$ cat src/hw/rtl/rlse_pkg.sv
// Shared constants, types and codes for the RGB LED strip pulse encoder.
// No dependencies; every other file but rlse_ram imports this package.
package rlse_pkg;

	localparam int unsigned LED_COUNT       = 64;
	localparam int unsigned BRIGHTNESS_FULL = 255;
	localparam int unsigned BITS_PER_PIXEL  = 24;
	localparam int unsigned PIXEL_BITS      = LED_COUNT * BITS_PER_PIXEL;

	localparam int unsigned POS_W      = $clog2(PIXEL_BITS + 256);
	localparam int unsigned LED_W      = (LED_COUNT > 1) ? $clog2(LED_COUNT) : 1;
	localparam int unsigned IDX_W      = 8;
	localparam int unsigned COLOR_W    = 8;
	localparam int unsigned PIXEL_W    = 3 * COLOR_W;
	localparam int unsigned DUTY_W     = 16;
	localparam int unsigned BRIGHT_W   = 8;
	localparam int unsigned LATCH_W    = 8;
	localparam int unsigned PROD_W     = COLOR_W + BRIGHT_W;
	localparam int unsigned CFG_IDX_W  = 2;
	localparam int unsigned CFG_DATA_W = 16;

	localparam logic [BRIGHT_W-1:0] BRIGHT_MIN = 8'd1;
	localparam logic [BRIGHT_W-1:0] BRIGHT_MAX = 8'd255;

	localparam logic [BRIGHT_W-1:0] RST_BRIGHTNESS = 8'd255;
	localparam logic [DUTY_W-1:0]   RST_ONE_DUTY   = 16'd60;
	localparam logic [DUTY_W-1:0]   RST_ZERO_DUTY  = 16'd30;
	localparam logic [LATCH_W-1:0]  RST_LATCH      = 8'd50;

	// exact quotient for any product below 2**16 divided by BRIGHTNESS_FULL (255)
	localparam int unsigned RECIP_SHIFT = 24;
	localparam int unsigned RECIP_W     = 25;
	localparam logic [RECIP_W-1:0] RECIP = RECIP_W'((2 ** RECIP_SHIFT) / BRIGHTNESS_FULL + 1);

	localparam int unsigned QDEPTH = 2;
	localparam int unsigned QA_W   = (QDEPTH > 1) ? $clog2(QDEPTH) : 1;

	localparam logic [1:0] CMD_WRITE   = 2'd0;
	localparam logic [1:0] CMD_CLEAR   = 2'd1;
	localparam logic [1:0] CMD_RESTART = 2'd2;
	localparam logic [1:0] CMD_EMIT    = 2'd3;

	localparam logic [CFG_IDX_W-1:0] REG_BRIGHTNESS = 2'd0;
	localparam logic [CFG_IDX_W-1:0] REG_ONE_DUTY   = 2'd1;
	localparam logic [CFG_IDX_W-1:0] REG_ZERO_DUTY  = 2'd2;
	localparam logic [CFG_IDX_W-1:0] REG_LATCH      = 2'd3;

	localparam logic [2:0] BIT_MSB   = 3'd7;
	localparam logic [1:0] BYTE_LAST = 2'd2;

	typedef enum logic [1:0] {
		OP_WRITE,
		OP_CLEAR,
		OP_RESTART,
		OP_EMIT
	} op_t;

	typedef struct packed {
		op_t              op;
		logic [LED_W-1:0] led;
		logic [PIXEL_W-1:0] grb;
	} queue_entry_t;

	typedef struct packed {
		logic [BRIGHT_W-1:0] brightness;
		logic [DUTY_W-1:0]   one_duty;
		logic [DUTY_W-1:0]   zero_duty;
		logic [LATCH_W-1:0]  latch_slots;
	} cfg_t;

	typedef enum logic [1:0] {
		ST_IDLE,
		ST_FETCH,
		ST_SCALE,
		ST_EMIT
	} back_state_t;

endpackage

$ cat src/hw/rtl/rlse_if.sv
// Valid/ready channel interfaces: command input, slot output, register writes.
// Depends on rlse_pkg for field widths.
interface rlse_in_if import rlse_pkg::*; ();
	logic               valid;
	logic               ready;
	logic [1:0]         cmd;
	logic [IDX_W-1:0]   pixel_index;
	logic [COLOR_W-1:0] red;
	logic [COLOR_W-1:0] green;
	logic [COLOR_W-1:0] blue;

	modport source (output valid, cmd, pixel_index, red, green, blue, input ready);
	modport sink (input valid, cmd, pixel_index, red, green, blue, output ready);
endinterface

interface rlse_slot_if import rlse_pkg::*; ();
	logic              valid;
	logic              ready;
	logic [DUTY_W-1:0] slot_duty;
	logic              frame_last;

	modport source (output valid, slot_duty, frame_last, input ready);
	modport sink (input valid, slot_duty, frame_last, output ready);
endinterface

interface rlse_cfg_if import rlse_pkg::*; ();
	logic                  valid;
	logic                  ready;
	logic [CFG_IDX_W-1:0]  index;
	logic [CFG_DATA_W-1:0] data;

	modport source (output valid, index, data, input ready);
	modport sink (input valid, index, data, output ready);
endinterface

$ cat src/hw/rtl/rlse_ram.sv
// Generic simple dual-port RAM: one write port, one read port, registered read.
// No dependencies.
module rlse_ram #(
	parameter int unsigned WIDTH = 24,
	parameter int unsigned DEPTH = 64
) (
	input  logic                                      clk,
	input  logic                                      we,
	input  logic [((DEPTH > 1) ? $clog2(DEPTH) : 1)-1:0] waddr,
	input  logic [WIDTH-1:0]                          wdata,
	input  logic                                      re,
	input  logic [((DEPTH > 1) ? $clog2(DEPTH) : 1)-1:0] raddr,
	output logic [WIDTH-1:0]                          rdata
);

	logic [WIDTH-1:0] mem_q [DEPTH];
	logic [WIDTH-1:0] rdata_q;

	always_ff @(posedge clk) begin
		if (we) begin
			mem_q[waddr] <= wdata;
		end
		if (re) begin
			rdata_q <= mem_q[raddr];
		end
	end

	assign rdata = rdata_q;

endmodule

$ cat src/hw/rtl/rlse_front.sv
// Front end: accepts commands, decodes them, drops out-of-range pixel writes
// and queues the rest for the back end. Depends on rlse_pkg and rlse_if.
module rlse_front import rlse_pkg::*; (
	input  logic         clk,
	input  logic         arst_n,
	rlse_in_if.sink      item,
	input  logic         pop,
	output logic         q_valid,
	output queue_entry_t q_head
);

	queue_entry_t    fifo_q [QDEPTH];
	logic [QA_W-1:0] wr_ptr_q;
	logic [QA_W-1:0] rd_ptr_q;
	logic [QA_W:0]   cnt_q;

	logic         full;
	logic         accept;
	logic         keep;
	logic         push;
	queue_entry_t entry;

	assign full       = (cnt_q == (QA_W + 1)'(QDEPTH));
	assign item.ready = !full;
	assign accept     = item.valid && item.ready;

	always_comb begin
		entry.led = LED_W'(item.pixel_index);
		entry.grb = {item.green, item.red, item.blue};
		keep      = 1'b1;
		case (item.cmd)
			CMD_WRITE: begin
				entry.op = OP_WRITE;
				keep     = ({1'b0, item.pixel_index} < (IDX_W + 1)'(LED_COUNT));
			end
			CMD_CLEAR:   entry.op = OP_CLEAR;
			CMD_RESTART: entry.op = OP_RESTART;
			CMD_EMIT:    entry.op = OP_EMIT;
			default:     entry.op = OP_EMIT;
		endcase
	end

	assign push = accept && keep;

	always_ff @(posedge clk) begin
		if (push) begin
			fifo_q[wr_ptr_q] <= entry;
		end
	end

	always_ff @(posedge clk or negedge arst_n) begin
		if (!arst_n) begin
			wr_ptr_q <= '0;
			rd_ptr_q <= '0;
			cnt_q    <= '0;
		end else begin
			if (push) begin
				wr_ptr_q <= (wr_ptr_q == QA_W'(QDEPTH - 1)) ? '0 : wr_ptr_q + 1'b1;
			end
			if (pop) begin
				rd_ptr_q <= (rd_ptr_q == QA_W'(QDEPTH - 1)) ? '0 : rd_ptr_q + 1'b1;
			end
			cnt_q <= cnt_q + (QA_W + 1)'(push) - (QA_W + 1)'(pop);
		end
	end

	assign q_valid = (cnt_q != '0);
	assign q_head  = fifo_q[rd_ptr_q];

	a_cnt_bound: assert property (@(posedge clk) disable iff (!arst_n)
		cnt_q <= (QA_W + 1)'(QDEPTH))
		else $error("queue count beyond depth");

	a_pop_nonempty: assert property (@(posedge clk) disable iff (!arst_n)
		pop |-> q_valid)
		else $error("pop from empty queue");

	a_full_stall: assert property (@(posedge clk) disable iff (!arst_n)
		(full && !pop) |=> (cnt_q == (QA_W + 1)'(QDEPTH)))
		else $error("queue lost an entry while full");

endmodule

$ cat src/hw/rtl/rlse_back.sv
// Back end: runs queued commands against the pixel store and slot position,
// scales the selected byte and drives the slot output register.
// Depends on rlse_pkg, rlse_if and rlse_ram.
module rlse_back import rlse_pkg::*; (
	input  logic         clk,
	input  logic         arst_n,
	input  cfg_t         cfg,
	input  logic         q_valid,
	input  queue_entry_t q_head,
	output logic         pop,
	rlse_slot_if.source  slot
);

	back_state_t state_q;
	back_state_t state_nxt;

	logic [POS_W-1:0]     pos_q;
	logic [LED_W-1:0]     led_q;
	logic [1:0]           byte_q;
	logic [2:0]           bitn_q;
	logic [LED_COUNT-1:0] valid_q;

	logic [1:0]          sel_s1;
	logic [2:0]          bitn_s1;
	logic                pix_s1;
	logic                vld_s1;
	logic                last_s1;
	logic [PROD_W-1:0]   prod_s2;
	logic [PROD_W-1:0]   quot_s3;

	logic              out_valid_q;
	logic [DUTY_W-1:0] duty_q;
	logic              last_q;

	logic ram_we;
	logic ram_re;
	logic do_clear;
	logic do_restart;
	logic out_load;
	logic out_free;
	logic [PIXEL_W-1:0] ram_rdata;

	logic [POS_W-1:0] total;
	logic             wrap;
	logic [POS_W-1:0] e_pos;
	logic [LED_W-1:0] e_led;
	logic [1:0]       e_byte;
	logic [2:0]       e_bitn;
	logic             in_pix;
	logic             is_last;

	logic [COLOR_W-1:0]         raw;
	logic [PROD_W+RECIP_W-1:0]  recip_prod;
	logic [COLOR_W-1:0]         val;
	logic [DUTY_W-1:0]          duty;

	assign out_free = !out_valid_q || slot.ready;

	always_comb begin
		state_nxt = state_q;
		case (state_q)
			ST_IDLE: begin
				if (q_valid && q_head.op == OP_EMIT) begin
					state_nxt = ST_FETCH;
				end
			end
			ST_FETCH: state_nxt = ST_SCALE;
			ST_SCALE: state_nxt = ST_EMIT;
			ST_EMIT: begin
				if (out_free) begin
					state_nxt = ST_IDLE;
				end
			end
			default: state_nxt = ST_IDLE;
		endcase
	end

	always_comb begin
		pop        = 1'b0;
		ram_we     = 1'b0;
		ram_re     = 1'b0;
		do_clear   = 1'b0;
		do_restart = 1'b0;
		out_load   = 1'b0;
		case (state_q)
			ST_IDLE: begin
				pop = q_valid;
				if (q_valid) begin
					case (q_head.op)
						OP_WRITE:   ram_we     = 1'b1;
						OP_CLEAR:   do_clear   = 1'b1;
						OP_RESTART: do_restart = 1'b1;
						OP_EMIT:    ram_re     = 1'b1;
						default:    ram_re     = 1'b0;
					endcase
				end
			end
			ST_EMIT:  out_load = out_free;
			default:  out_load = 1'b0;
		endcase
	end

	always_ff @(posedge clk or negedge arst_n) begin
		if (!arst_n) begin
			state_q <= ST_IDLE;
		end else begin
			state_q <= state_nxt;
		end
	end

	// slot position and the bit it points at
	assign total   = POS_W'(PIXEL_BITS) + POS_W'(cfg.latch_slots);
	assign wrap    = (pos_q >= total);
	assign e_pos   = wrap ? '0 : pos_q;
	assign e_led   = wrap ? '0 : led_q;
	assign e_byte  = wrap ? '0 : byte_q;
	assign e_bitn  = wrap ? BIT_MSB : bitn_q;
	assign in_pix  = (e_pos < POS_W'(PIXEL_BITS));
	assign is_last = (e_pos == total - POS_W'(1));

	always_ff @(posedge clk or negedge arst_n) begin
		if (!arst_n) begin
			pos_q  <= '0;
			led_q  <= '0;
			byte_q <= '0;
			bitn_q <= BIT_MSB;
		end else if (do_restart || (ram_re && is_last)) begin
			pos_q  <= '0;
			led_q  <= '0;
			byte_q <= '0;
			bitn_q <= BIT_MSB;
		end else if (ram_re) begin
			pos_q <= e_pos + POS_W'(1);
			if (e_bitn == '0) begin
				bitn_q <= BIT_MSB;
				if (e_byte == BYTE_LAST) begin
					byte_q <= '0;
					led_q  <= e_led + LED_W'(1);
				end else begin
					byte_q <= e_byte + 2'd1;
					led_q  <= e_led;
				end
			end else begin
				bitn_q <= e_bitn - 3'd1;
				byte_q <= e_byte;
				led_q  <= e_led;
			end
		end
	end

	// entries never written since reset or a clear read as black
	always_ff @(posedge clk or negedge arst_n) begin
		if (!arst_n) begin
			valid_q <= '0;
		end else if (do_clear) begin
			valid_q <= '0;
		end else if (ram_we) begin
			valid_q[q_head.led] <= 1'b1;
		end
	end

	rlse_ram #(
		.WIDTH (PIXEL_W),
		.DEPTH (LED_COUNT)
	) u_store (
		.clk   (clk),
		.we    (ram_we),
		.waddr (q_head.led),
		.wdata (q_head.grb),
		.re    (ram_re),
		.raddr (e_led),
		.rdata (ram_rdata)
	);

	always_ff @(posedge clk) begin
		if (ram_re) begin
			sel_s1  <= e_byte;
			bitn_s1 <= e_bitn;
			pix_s1  <= in_pix;
			vld_s1  <= in_pix && valid_q[e_led];
			last_s1 <= is_last;
		end
	end

	always_comb begin
		case (sel_s1)
			2'd0:    raw = ram_rdata[2*COLOR_W +: COLOR_W];
			2'd1:    raw = ram_rdata[COLOR_W +: COLOR_W];
			2'd2:    raw = ram_rdata[0 +: COLOR_W];
			default: raw = '0;
		endcase
		if (!vld_s1) begin
			raw = '0;
		end
	end

	assign recip_prod = (PROD_W + RECIP_W)'(prod_s2) * (PROD_W + RECIP_W)'(RECIP);

	always_ff @(posedge clk) begin
		if (state_q == ST_FETCH) begin
			prod_s2 <= PROD_W'(raw) * PROD_W'(cfg.brightness);
		end
		if (state_q == ST_SCALE) begin
			quot_s3 <= recip_prod[RECIP_SHIFT +: PROD_W];
		end
	end

	assign val  = (quot_s3 > PROD_W'(255)) ? 8'hFF : quot_s3[COLOR_W-1:0];
	assign duty = !pix_s1 ? '0 : (val[bitn_s1] ? cfg.one_duty : cfg.zero_duty);

	always_ff @(posedge clk or negedge arst_n) begin
		if (!arst_n) begin
			out_valid_q <= 1'b0;
		end else if (out_load) begin
			out_valid_q <= 1'b1;
		end else if (slot.ready) begin
			out_valid_q <= 1'b0;
		end
	end

	always_ff @(posedge clk) begin
		if (out_load) begin
			duty_q <= duty;
			last_q <= last_s1;
		end
	end

	assign slot.valid      = out_valid_q;
	assign slot.slot_duty  = duty_q;
	assign slot.frame_last = last_q;

	a_fetch_scale: assert property (@(posedge clk) disable iff (!arst_n)
		(state_q == ST_FETCH) |=> (state_q == ST_SCALE))
		else $error("scale stage skipped");

	a_byte_range: assert property (@(posedge clk) disable iff (!arst_n)
		byte_q != 2'd3)
		else $error("byte counter out of range");

	a_pop_idle: assert property (@(posedge clk) disable iff (!arst_n)
		(state_q != ST_IDLE) |-> !pop)
		else $error("queue popped while busy");

	a_load_free: assert property (@(posedge clk) disable iff (!arst_n)
		(out_valid_q && !slot.ready) |-> !out_load)
		else $error("output register overwritten");

endmodule

$ cat src/hw/rtl/rgb_led_strip_pulse_encoder.sv
// Top level of the RGB LED strip pulse encoder: register file, front end and back end.
// Depends on rlse_pkg, rlse_if, rlse_front and rlse_back.
//
//   channel  dir  payload                                   transaction
//   item     in   cmd, pixel_index, red, green, blue        item.valid & item.ready
//   slot     out  slot_duty, frame_last                     slot.valid & slot.ready
//   cfg      in   index, data                               cfg.valid & cfg.ready
//
// Write, clear and restart are done in the idle state; an emit goes through store read,
// brightness multiply, reciprocal multiply and output load, and no further command is
// taken until it is through. A two-entry queue decouples intake from work.
// Reset clears the store at once through per-pixel valid bits; no clearing pass.
// A slot held in the output register stalls only an emit's load; cfg.ready is always high.
module rgb_led_strip_pulse_encoder import rlse_pkg::*; (
	input  logic        clk,
	input  logic        arst_n,
	rlse_in_if.sink     item,
	rlse_slot_if.source slot,
	rlse_cfg_if.sink    cfg
);

	cfg_t         cfg_q;
	logic         cfg_we;
	logic         q_valid;
	logic         pop;
	queue_entry_t q_head;
	logic [BRIGHT_W-1:0] bright_in;
	logic [BRIGHT_W-1:0] bright_clamped;

	assign cfg.ready = 1'b1;
	assign cfg_we    = cfg.valid && cfg.ready;

	assign bright_in      = cfg.data[BRIGHT_W-1:0];
	assign bright_clamped = (bright_in < BRIGHT_MIN) ? BRIGHT_MIN :
	                        (bright_in > BRIGHT_MAX) ? BRIGHT_MAX : bright_in;

	always_ff @(posedge clk or negedge arst_n) begin
		if (!arst_n) begin
			cfg_q.brightness  <= RST_BRIGHTNESS;
			cfg_q.one_duty    <= RST_ONE_DUTY;
			cfg_q.zero_duty   <= RST_ZERO_DUTY;
			cfg_q.latch_slots <= RST_LATCH;
		end else if (cfg_we) begin
			case (cfg.index)
				REG_BRIGHTNESS: cfg_q.brightness  <= bright_clamped;
				REG_ONE_DUTY:   cfg_q.one_duty    <= cfg.data[DUTY_W-1:0];
				REG_ZERO_DUTY:  cfg_q.zero_duty   <= cfg.data[DUTY_W-1:0];
				REG_LATCH:      cfg_q.latch_slots <= cfg.data[LATCH_W-1:0];
				default:        cfg_q             <= cfg_q;
			endcase
		end
	end

	rlse_front u_front (
		.clk     (clk),
		.arst_n  (arst_n),
		.item    (item),
		.pop     (pop),
		.q_valid (q_valid),
		.q_head  (q_head)
	);

	rlse_back u_back (
		.clk     (clk),
		.arst_n  (arst_n),
		.cfg     (cfg_q),
		.q_valid (q_valid),
		.q_head  (q_head),
		.pop     (pop),
		.slot    (slot)
	);

	a_bright_nonzero: assert property (@(posedge clk) disable iff (!arst_n)
		cfg_q.brightness >= BRIGHT_MIN)
		else $error("brightness below minimum");

	a_bright_write: assert property (@(posedge clk) disable iff (!arst_n)
		(cfg_we && cfg.index == REG_BRIGHTNESS) |=> (cfg_q.brightness == $past(bright_clamped)))
		else $error("brightness write not taken");

	a_duty_hold: assert property (@(posedge clk) disable iff (!arst_n)
		!cfg_we |=> $stable(cfg_q))
		else $error("register changed without a write");

endmodule
$ cat src/flat_wrapper.sv
// flat-port wrapper written by rule: the top's interface ports become plain ports
module rgb_led_strip_pulse_encoder_flat import rlse_pkg::*;
  (clk, arst_n, item_valid, item_cmd, item_pixel_index, item_red, item_green, item_blue, item_ready, slot_valid, slot_slot_duty, slot_frame_last, slot_ready, cfg_valid, cfg_index, cfg_data, cfg_ready);
  rlse_in_if item_i ();
  rlse_slot_if slot_i ();
  rlse_cfg_if cfg_i ();
  input  logic clk;
  input  logic arst_n;
  input wire logic [$bits(item_i.valid)-1:0] item_valid;
  input wire logic [$bits(item_i.cmd)-1:0] item_cmd;
  input wire logic [$bits(item_i.pixel_index)-1:0] item_pixel_index;
  input wire logic [$bits(item_i.red)-1:0] item_red;
  input wire logic [$bits(item_i.green)-1:0] item_green;
  input wire logic [$bits(item_i.blue)-1:0] item_blue;
  output wire logic [$bits(item_i.ready)-1:0] item_ready;
  output wire logic [$bits(slot_i.valid)-1:0] slot_valid;
  output wire logic [$bits(slot_i.slot_duty)-1:0] slot_slot_duty;
  output wire logic [$bits(slot_i.frame_last)-1:0] slot_frame_last;
  input wire logic [$bits(slot_i.ready)-1:0] slot_ready;
  input wire logic [$bits(cfg_i.valid)-1:0] cfg_valid;
  input wire logic [$bits(cfg_i.index)-1:0] cfg_index;
  input wire logic [$bits(cfg_i.data)-1:0] cfg_data;
  output wire logic [$bits(cfg_i.ready)-1:0] cfg_ready;
  assign item_i.valid = item_valid;
  assign item_i.cmd = item_cmd;
  assign item_i.pixel_index = item_pixel_index;
  assign item_i.red = item_red;
  assign item_i.green = item_green;
  assign item_i.blue = item_blue;
  assign item_ready = item_i.ready;
  assign slot_valid = slot_i.valid;
  assign slot_slot_duty = slot_i.slot_duty;
  assign slot_frame_last = slot_i.frame_last;
  assign slot_i.ready = slot_ready;
  assign cfg_i.valid = cfg_valid;
  assign cfg_i.index = cfg_index;
  assign cfg_i.data = cfg_data;
  assign cfg_ready = cfg_i.ready;
  rgb_led_strip_pulse_encoder u_core (.clk(clk), .arst_n(arst_n), .item(item_i), .slot(slot_i), .cfg(cfg_i));
endmodule
$ cat config.mk
export PLATFORM = sky130hd
export DESIGN_NAME = rgb_led_strip_pulse_encoder_flat
export DESIGN_NICKNAME = d
export VERILOG_FILES = /design/src/hw/rtl/rlse_pkg.sv /design/src/hw/rtl/rlse_if.sv /design/src/hw/rtl/rlse_ram.sv /design/src/hw/rtl/rlse_front.sv /design/src/hw/rtl/rlse_back.sv /design/src/hw/rtl/rgb_led_strip_pulse_encoder.sv /design/src/flat_wrapper.sv
export SDC_FILE = /design/constraint.sdc
export NUM_CORES = 2
export LEC_CHECK = 0
export BUFFER_PORTS_ARGS = -buffer_cell sky130_fd_sc_hd__buf_2
export CORE_MARGIN = 2
export CORE_UTILIZATION = 28
export CTS_BUF_LIST = sky130_fd_sc_hd__clkbuf_8 sky130_fd_sc_hd__clkbuf_16
export CTS_CLUSTER_DIAMETER = 30
export CTS_CLUSTER_SIZE = 40
export DETAILED_ROUTE_END_ITERATION = 10
export MAX_ROUTING_LAYER = met4
export PLACE_DENSITY = 0.38
export SKIP_LAST_GASP = 1
export SYNTH_ARGS = -nofsm -noshare
export SYNTH_HDL_FRONTEND = slang
export SYNTH_SLANG_ARGS = --single-unit
$ cat constraint.sdc
create_clock -name clk -period 7 [get_ports clk]
set_input_delay 0 -clock clk [delete_from_list [all_inputs] [get_ports clk]]
set_output_delay 0 -clock clk [all_outputs]
set_load 0.02 [all_outputs]
# == Word-level counts from Yosys, hierarchy flattened ==
# Memory sizes are Yosys's and may differ from the RTL's. A register that Yosys moved wholly into a read port is not among the register bits.
# Index checks and enable logic that the tools add are counted.
# op_classes
n_mux,58
n_mul,2
add_sub_neg,10
bitwise,1
magnitude_cmp,10
reduce_logical,25
div,0
shifts,0
eq_ne,19
# op_table
operator,n
two-way mux 64 bit,2
OR 64 bit,1
two-way mux 11 bit,3
multiplier 16 x 16 -> 32 bit (second input constant),1
two-way mux 8 bit,4
two-way mux 6 bit,5
two-way mux 1 bit,26
case mux 8 bit (3 select lines),1
equality test 2 bit (second input constant),11
multiplier 8 x 8 -> 16 bit,1
two-way mux 16 bit,1
case mux 2 bit (4 select lines),2
< comparator 6 x 7 -> 1 bit (second input constant),2
two-way mux 2 bit,7
two-way mux 3 bit,4
adder 10 x 9 -> 11 bit (first input constant),1
adder 11 x 1 -> 11 bit (second input constant),1
equality test 11 bit,1
greater-or-equal comparator 11 bit,1
< comparator 11 bit (second input constant),1
subtractor 11 x 1 -> 11 bit (second input constant),1
equality test 2 x 1 -> 1 bit (second input constant),5
zero test 2 bit,5
AND reduction 2 bit,5
21 further kinds,33
# totals
latch_bits,0
input_bits,57
out_inout_bits,20
wordCells,150
memories,2
ram_bits,1600
register_bits,191
rom_bits,0
# mem_list
memory,words,word_bits,read_ports,rd_clocked_by_memory_dff,wr,line,text
u_core.u_back.u_store.mem_q,64,24,1,1,1,rlse_ram.sv:16,logic [WIDTH-1:0] mem_q [DEPTH];
u_core.u_front.fifo_q,2,32,1,0,1,rlse_front.sv:12,queue_entry_t fifo_q [QDEPTH];

# == Logic depth before layout (Yosys ltp) ==
# depth
ltp_word,8
mapped_depth,21
mapped_depth_nobuf,21

# == By module ==
# From an unflattened synthesis, not the netlist that was laid out.
# hier_totals
cells_unflattened,3858
hier_area_um2,74176.1
# by_module_without_submodules
module,cells_per_inst,seq_area_each_um2,area_per_inst_um2,instances
rlse_ram,2610,46844.9,59535.8,1
rlse_back,1020,3732.3,10129.7,1
rlse_front,120,2021.9,2655.0,1
rgb_led_strip_pulse_encoder,108,1224.9,1855.5,1

# == Worst setup path before layout ==
# No wires, ideal clock.
# synth_timing
path_type,flip-flop to flip-flop
from,register u_core.u_back.sel_s1[0]
to,register u_core.u_back.prod_s2[15] (data pin)
n_path_buf,1
period_less_slack_ps,4974
arrival_time_ps,4714
path_slack_ps,2026
path_stages_with_launch,19
setup_time_ps,260
t_required_ps,6740
path_cell_list,edfxtp_1 > clkbuf_1 > o21ai_0 > and3_1 > fa_1 > inv_1 > fa_1 > inv_1 > fa_1 > inv_1 > fa_1 > inv_1 > ha_1 > a21boi_0 > o21ai_0 > a21oi_1 > a41o_1 > o41a_1 > xnor2_1
# synth_between
elab_chain_len,4
elab_cells_between_ends,6
# synth_lines
element,line,text
start: declaration,rlse_back.sv:23,logic [1:0] sel_s1;
start signal: assignment,rlse_back.sv:177,sel_s1 <= e_byte;
"equality test 2 bit, or another cell as far along",rlse_back.sv:186,case (sel_s1)
case mux 8 bit (3 select lines) (*),rlse_back.sv:186,
two-way mux 8 bit (*),rlse_back.sv:192,if (!vld_s1) begin
multiplier 8 x 8 -> 16 bit (*),rlse_back.sv:201,prod_s2 <= PROD_W'(raw) * PROD_W'(cfg.brightness);
end signal: assignment,rlse_back.sv:201,
end: declaration,rlse_back.sv:28,logic [PROD_W-1:0] prod_s2;
# Mark *: on every way between the ends. The rest lies on a longest branch, timed or not.
# A chain may end at the register's enable or synchronous reset.

# == Worst setup path after layout ==
# layout_timing
from,register u_core.cfg_q[5] (netlist name)
to,"register u_core.u_back.u_store.rdata_q[16] (netlist: u_core.u_back.u_store.rdata[16]), read port of u_core.u_back.u_store.mem_q (data pin)"
# layout_between
elab_chain_len,3
# layout_lines
element,line,text
start: declaration,rgb_led_strip_pulse_encoder.sv:22,cfg_t cfg_q;
start signal: assignment,rgb_led_strip_pulse_encoder.sv:49,default: cfg_q <= cfg_q;
adder 10 x 9 -> 11 bit,rlse_back.sv:112,assign total = POS_W'(PIXEL_BITS) + POS_W'(cfg.latch_slots);
greater-or-equal comparator 11 bit,rlse_back.sv:113,assign wrap = (pos_q >= total);
two-way mux 6 bit,rlse_back.sv:115,assign e_led = wrap ? '0 : led_q;
end: declaration,rlse_ram.sv:17,logic [WIDTH-1:0] rdata_q;
# Every way passes these cells.

==> impl_metrics.json <==
{
  "run_status": "finished, final reports clean",
  "dp.cells": 8629,
  "period_needed_ps": 5509,
  "required_ps": 7730,
  "cts_resized": 0,
  "start_util_pct": 28.17,
  "use_met1_pct": 27.05,
  "crit_path_end_kind": "register",
  "max_cap_viol_count": 0,
  "design.core.area_um2": 271000,
  "cts.sinks": 1815,
  "drc": 0,
  "finalMaxSlewViolations": 0,
  "area_growth_pct": 28.48,
  "io_buffers": 75,
  "vias_per_cell": 5.136,
  "grt_pass1_wl_mm": 393.8,
  "ys_top_cells_by_count": "edfxtp_1, mux2i_1, nand2_1, clkbuf_1, and3_1",
  "tightest_slew_ps": 1179,
  "power-per-cell-area_nw_per_um2": 415.5,
  "ys_types": 76,
  "drive_above_1_share_pct": 18.78,
  "rsz0062_at_grt": "no",
  "synthCells": 5153,
  "yosysTopAreaCell": "edfxtp_1",
  "gp_congestion": 0.8159,
  "setup.worst_path.start_class": "register",
  "cts_tree": "yes",
  "cp_data_arrival_time_ps": 6240,
  "design_power_total_mw": 40.76,
  "tns_ps": 0,
  "antenna_left": 0,
  "antenna_found_initial": 14,
  "die-area_um2": 276900,
  "cp_max_fo": 62,
  "clock_latency_ps": 910,
  "maxSlewHeadroom_pct": 21.21,
  "numCtsBuffers": 461,
  "hold_viol": 0,
  "htreeDepth": 5,
  "netlist_area_um2": 76350,
  "fillCellCount": 25870,
  "crit_type": "register to register",
  "drt-initial-drc-count": 4064,
  "ys.flop_type": "edfxtp_1",
  "grt-busiest-layer": "met2",
  "post-dp-hpwl_mm": 156.0,
  "synth-seq-cells": 1815,
  "max_freq_mhz": 181.5,
  "clk_pin_slew_ps": 40,
  "hp-class": "primary input to register",
  "gr-usage-met2_pct": 32.62,
  "rows": 191,
  "syn_nets": 5365,
  "fin_nets": 5843,
  "finalNonFillerCells": 9606,
  "ys_warn_count": 0,
  "fin_crit_sh_pct": 78.70,
  "wirelength_mm": 281.2,
  "fin_worst_skew_ps": 92.69,
  "grt_max_degree": 130,
  "grt_util_met3_pct": 3.226,
  "fp.dieW_um": 526.2,
  "yosysTopAreaCellShare_pct": 65.84,
  "cts_setup_buffers": 0,
  "vias": 49340,
  "dr.pass1.iters": 7,
  "die_y_um": 526.2,
  "synth_seq_area_share_pct": 70.50,
  "leakage_nw": 35.37,
  "grt_usage_pct": 20.43,
  "async_flop_share_pct": 7.769,
  "avgSynthCellArea_um2": 14.82,
  "clockBufferDepth": 4,
  "overflow": 0,
  "setup_violations": 0,
  "grt_pass1_vias": 50180,
  "yosysMostFrequentCell": "edfxtp_1",
  "synth-edff-count": 1674,
  "io_pins": 77,
  "cts-root-buf": "clkbuf_16",
  "ir_drop_mv": 0.2570,
  "wl_per_cell_um": 29.27,
  "synth_area_leaders": "edfxtp_1, mux2i_1, dfrtp_1"
}
==> layout by cell type, fill, tap and decap left out, types with 11 or more instances in the layout <==
cell type      count
o22ai_1           11
xnor2_1           25
o21ai_0          111
ha_1             119
dfrtp_1          117
nor2_1            79
nand3_1          100
edfxtp_1        1674
clkinv_2         105
inv_1            180
bufinv_16         46
fa_1              36
mux2i_1          322
clkinvlp_4        26
nand2_1          308
a211oi_1         190
buf_2             74
nor2_4            63
o221ai_1         120
a31oi_1          100
o211ai_1         122
clkinv_16         11
a221oi_1          51
buf_12            20
clkinv_1         111
dlygate4sd3_1    108
nand2b_1         152
buf_4            148
and3_1           238
clkbuf_16        464
a21oi_1          221
dfstp_2           22
nand4_1          133
a21o_1           138
mux2_2            65
nor2b_1           21
==> metal layers <==
layer  part of all wire [%]  vias to the layer above  routed length, um
met1                     45                    25910             126900
met2                     48                     1541             133600
met5                      0                        -                  0
met4                    2.4                        0               6765
li1                       -                    21450                  -
met3                    5.0                      442              13950
==> state kept, by name, summed over array words and instances, names as in the netlist, 3 cells and up <==
name / cells
u_core.cfg_q: 48
u_core.u_back.bitn_q: 3
u_core.u_back.bitn_s1: 3
u_core.u_back.led_q: 6
u_core.u_back.pos_q: 11
u_core.u_back.prod_s2: 16
u_core.u_back.quot_s3: 9
u_core.u_back.slot.slot_duty: 16
u_core.u_back.u_store.mem_q: 1536
u_core.u_back.u_store.rdata: 24
u_core.u_back.valid_q: 64
u_core.u_front.fifo_q: 64
==> final cells by class <==
cell class                      count  area [um2]  area share [%]
Tap cell                         3570        4467           4.554
Inverter                          106       405.4          0.4133
Clock buffer                      473       11740           11.96
Multi-Input combinational cell   2894       21330           21.74
Antenna cell                        9       22.52         0.02296
Timing Repair Buffer              353        3029           3.088
Clock inverter                    386        3279           3.343
Sequential cell                  1815       53830           54.87
==> through the flow <==
step | utilization, % | hold WS [ps] | setup WS (ps) | cell area (um2)
global route | 36.19 | 0.5299 | 1144 | 98070
global placement | 30.22 | 35.92 | 1537 | 81900
floorplan | - | -295.6 | 2026 | 76350
finish | 36.20 | 32.34 | 1491 | 98090
CTS | 36.19 | 1.048 | 1461 | 98070
detailed placement | 30.24 | 44.82 | 1538 | 81950
==> path summary, 6_finish.rpt <==
check	from	end	slack (ps)	cells past startpoint
worst max-delay path	u_core.cfg_q[5]	u_core.u_back.u_store.rdata[16]	1490	13
worst min-delay path	item_pixel_index[4]	u_core.u_front.fifo_q[1][28]	30	2
worst max register to register	u_core.cfg_q[5]	u_core.u_back.u_store.rdata[16]	1490	13
worst min register to register	u_core.u_back.last_s1	u_core.u_back.slot.frame_last	430	0
max in group asynchronous	arst_n	u_core.u_back.valid_q[51]	5760	4
min in group asynchronous	arst_n	u_core.cfg_q[26]	340	3
==> critical path, cell delays in order (launching register included) <==
cell,delay [ps]
dfstp_2,570
inv_1,80
ha_1,290
nand4_1,150
a21oi_1,110
o311ai_4,690
nand2_4,350
inv_8,470
buf_12,360
buf_12,360
a21oi_1,130
a211oi_1,310
nand4_1,740
nand4_1,350
==> timing repair <==
action / in CTS / in global routing
hold endpoints to repair: 259 / 0
hold buffers: 109 / 0
endpoints found under the setup margin: 0 / 0
==> power breakdown <==
part	internal, mW	leakage [nW]	total [mW]	switching (mW)
logic	1.88	10.9	6.79	4.91
registers	13.5	16.9	13.9	0.350
clock network	13.6	7.63	20.1	6.47
total	29.0	35.4	40.8	11.7
==> kinds of logic after synthesis <==
family,count (synthesis),synth area share (%)
other cells,1,0.004912
simple gates,1168,7.969
buf+inv,444,2.371
xor+xnor,30,0.3441
fa+ha+maj,155,2.894
compound gates,1141,10.41
mux,399,5.505
flops,1815,70.50
No activity file was read; power rests on OpenSTA's default activity.
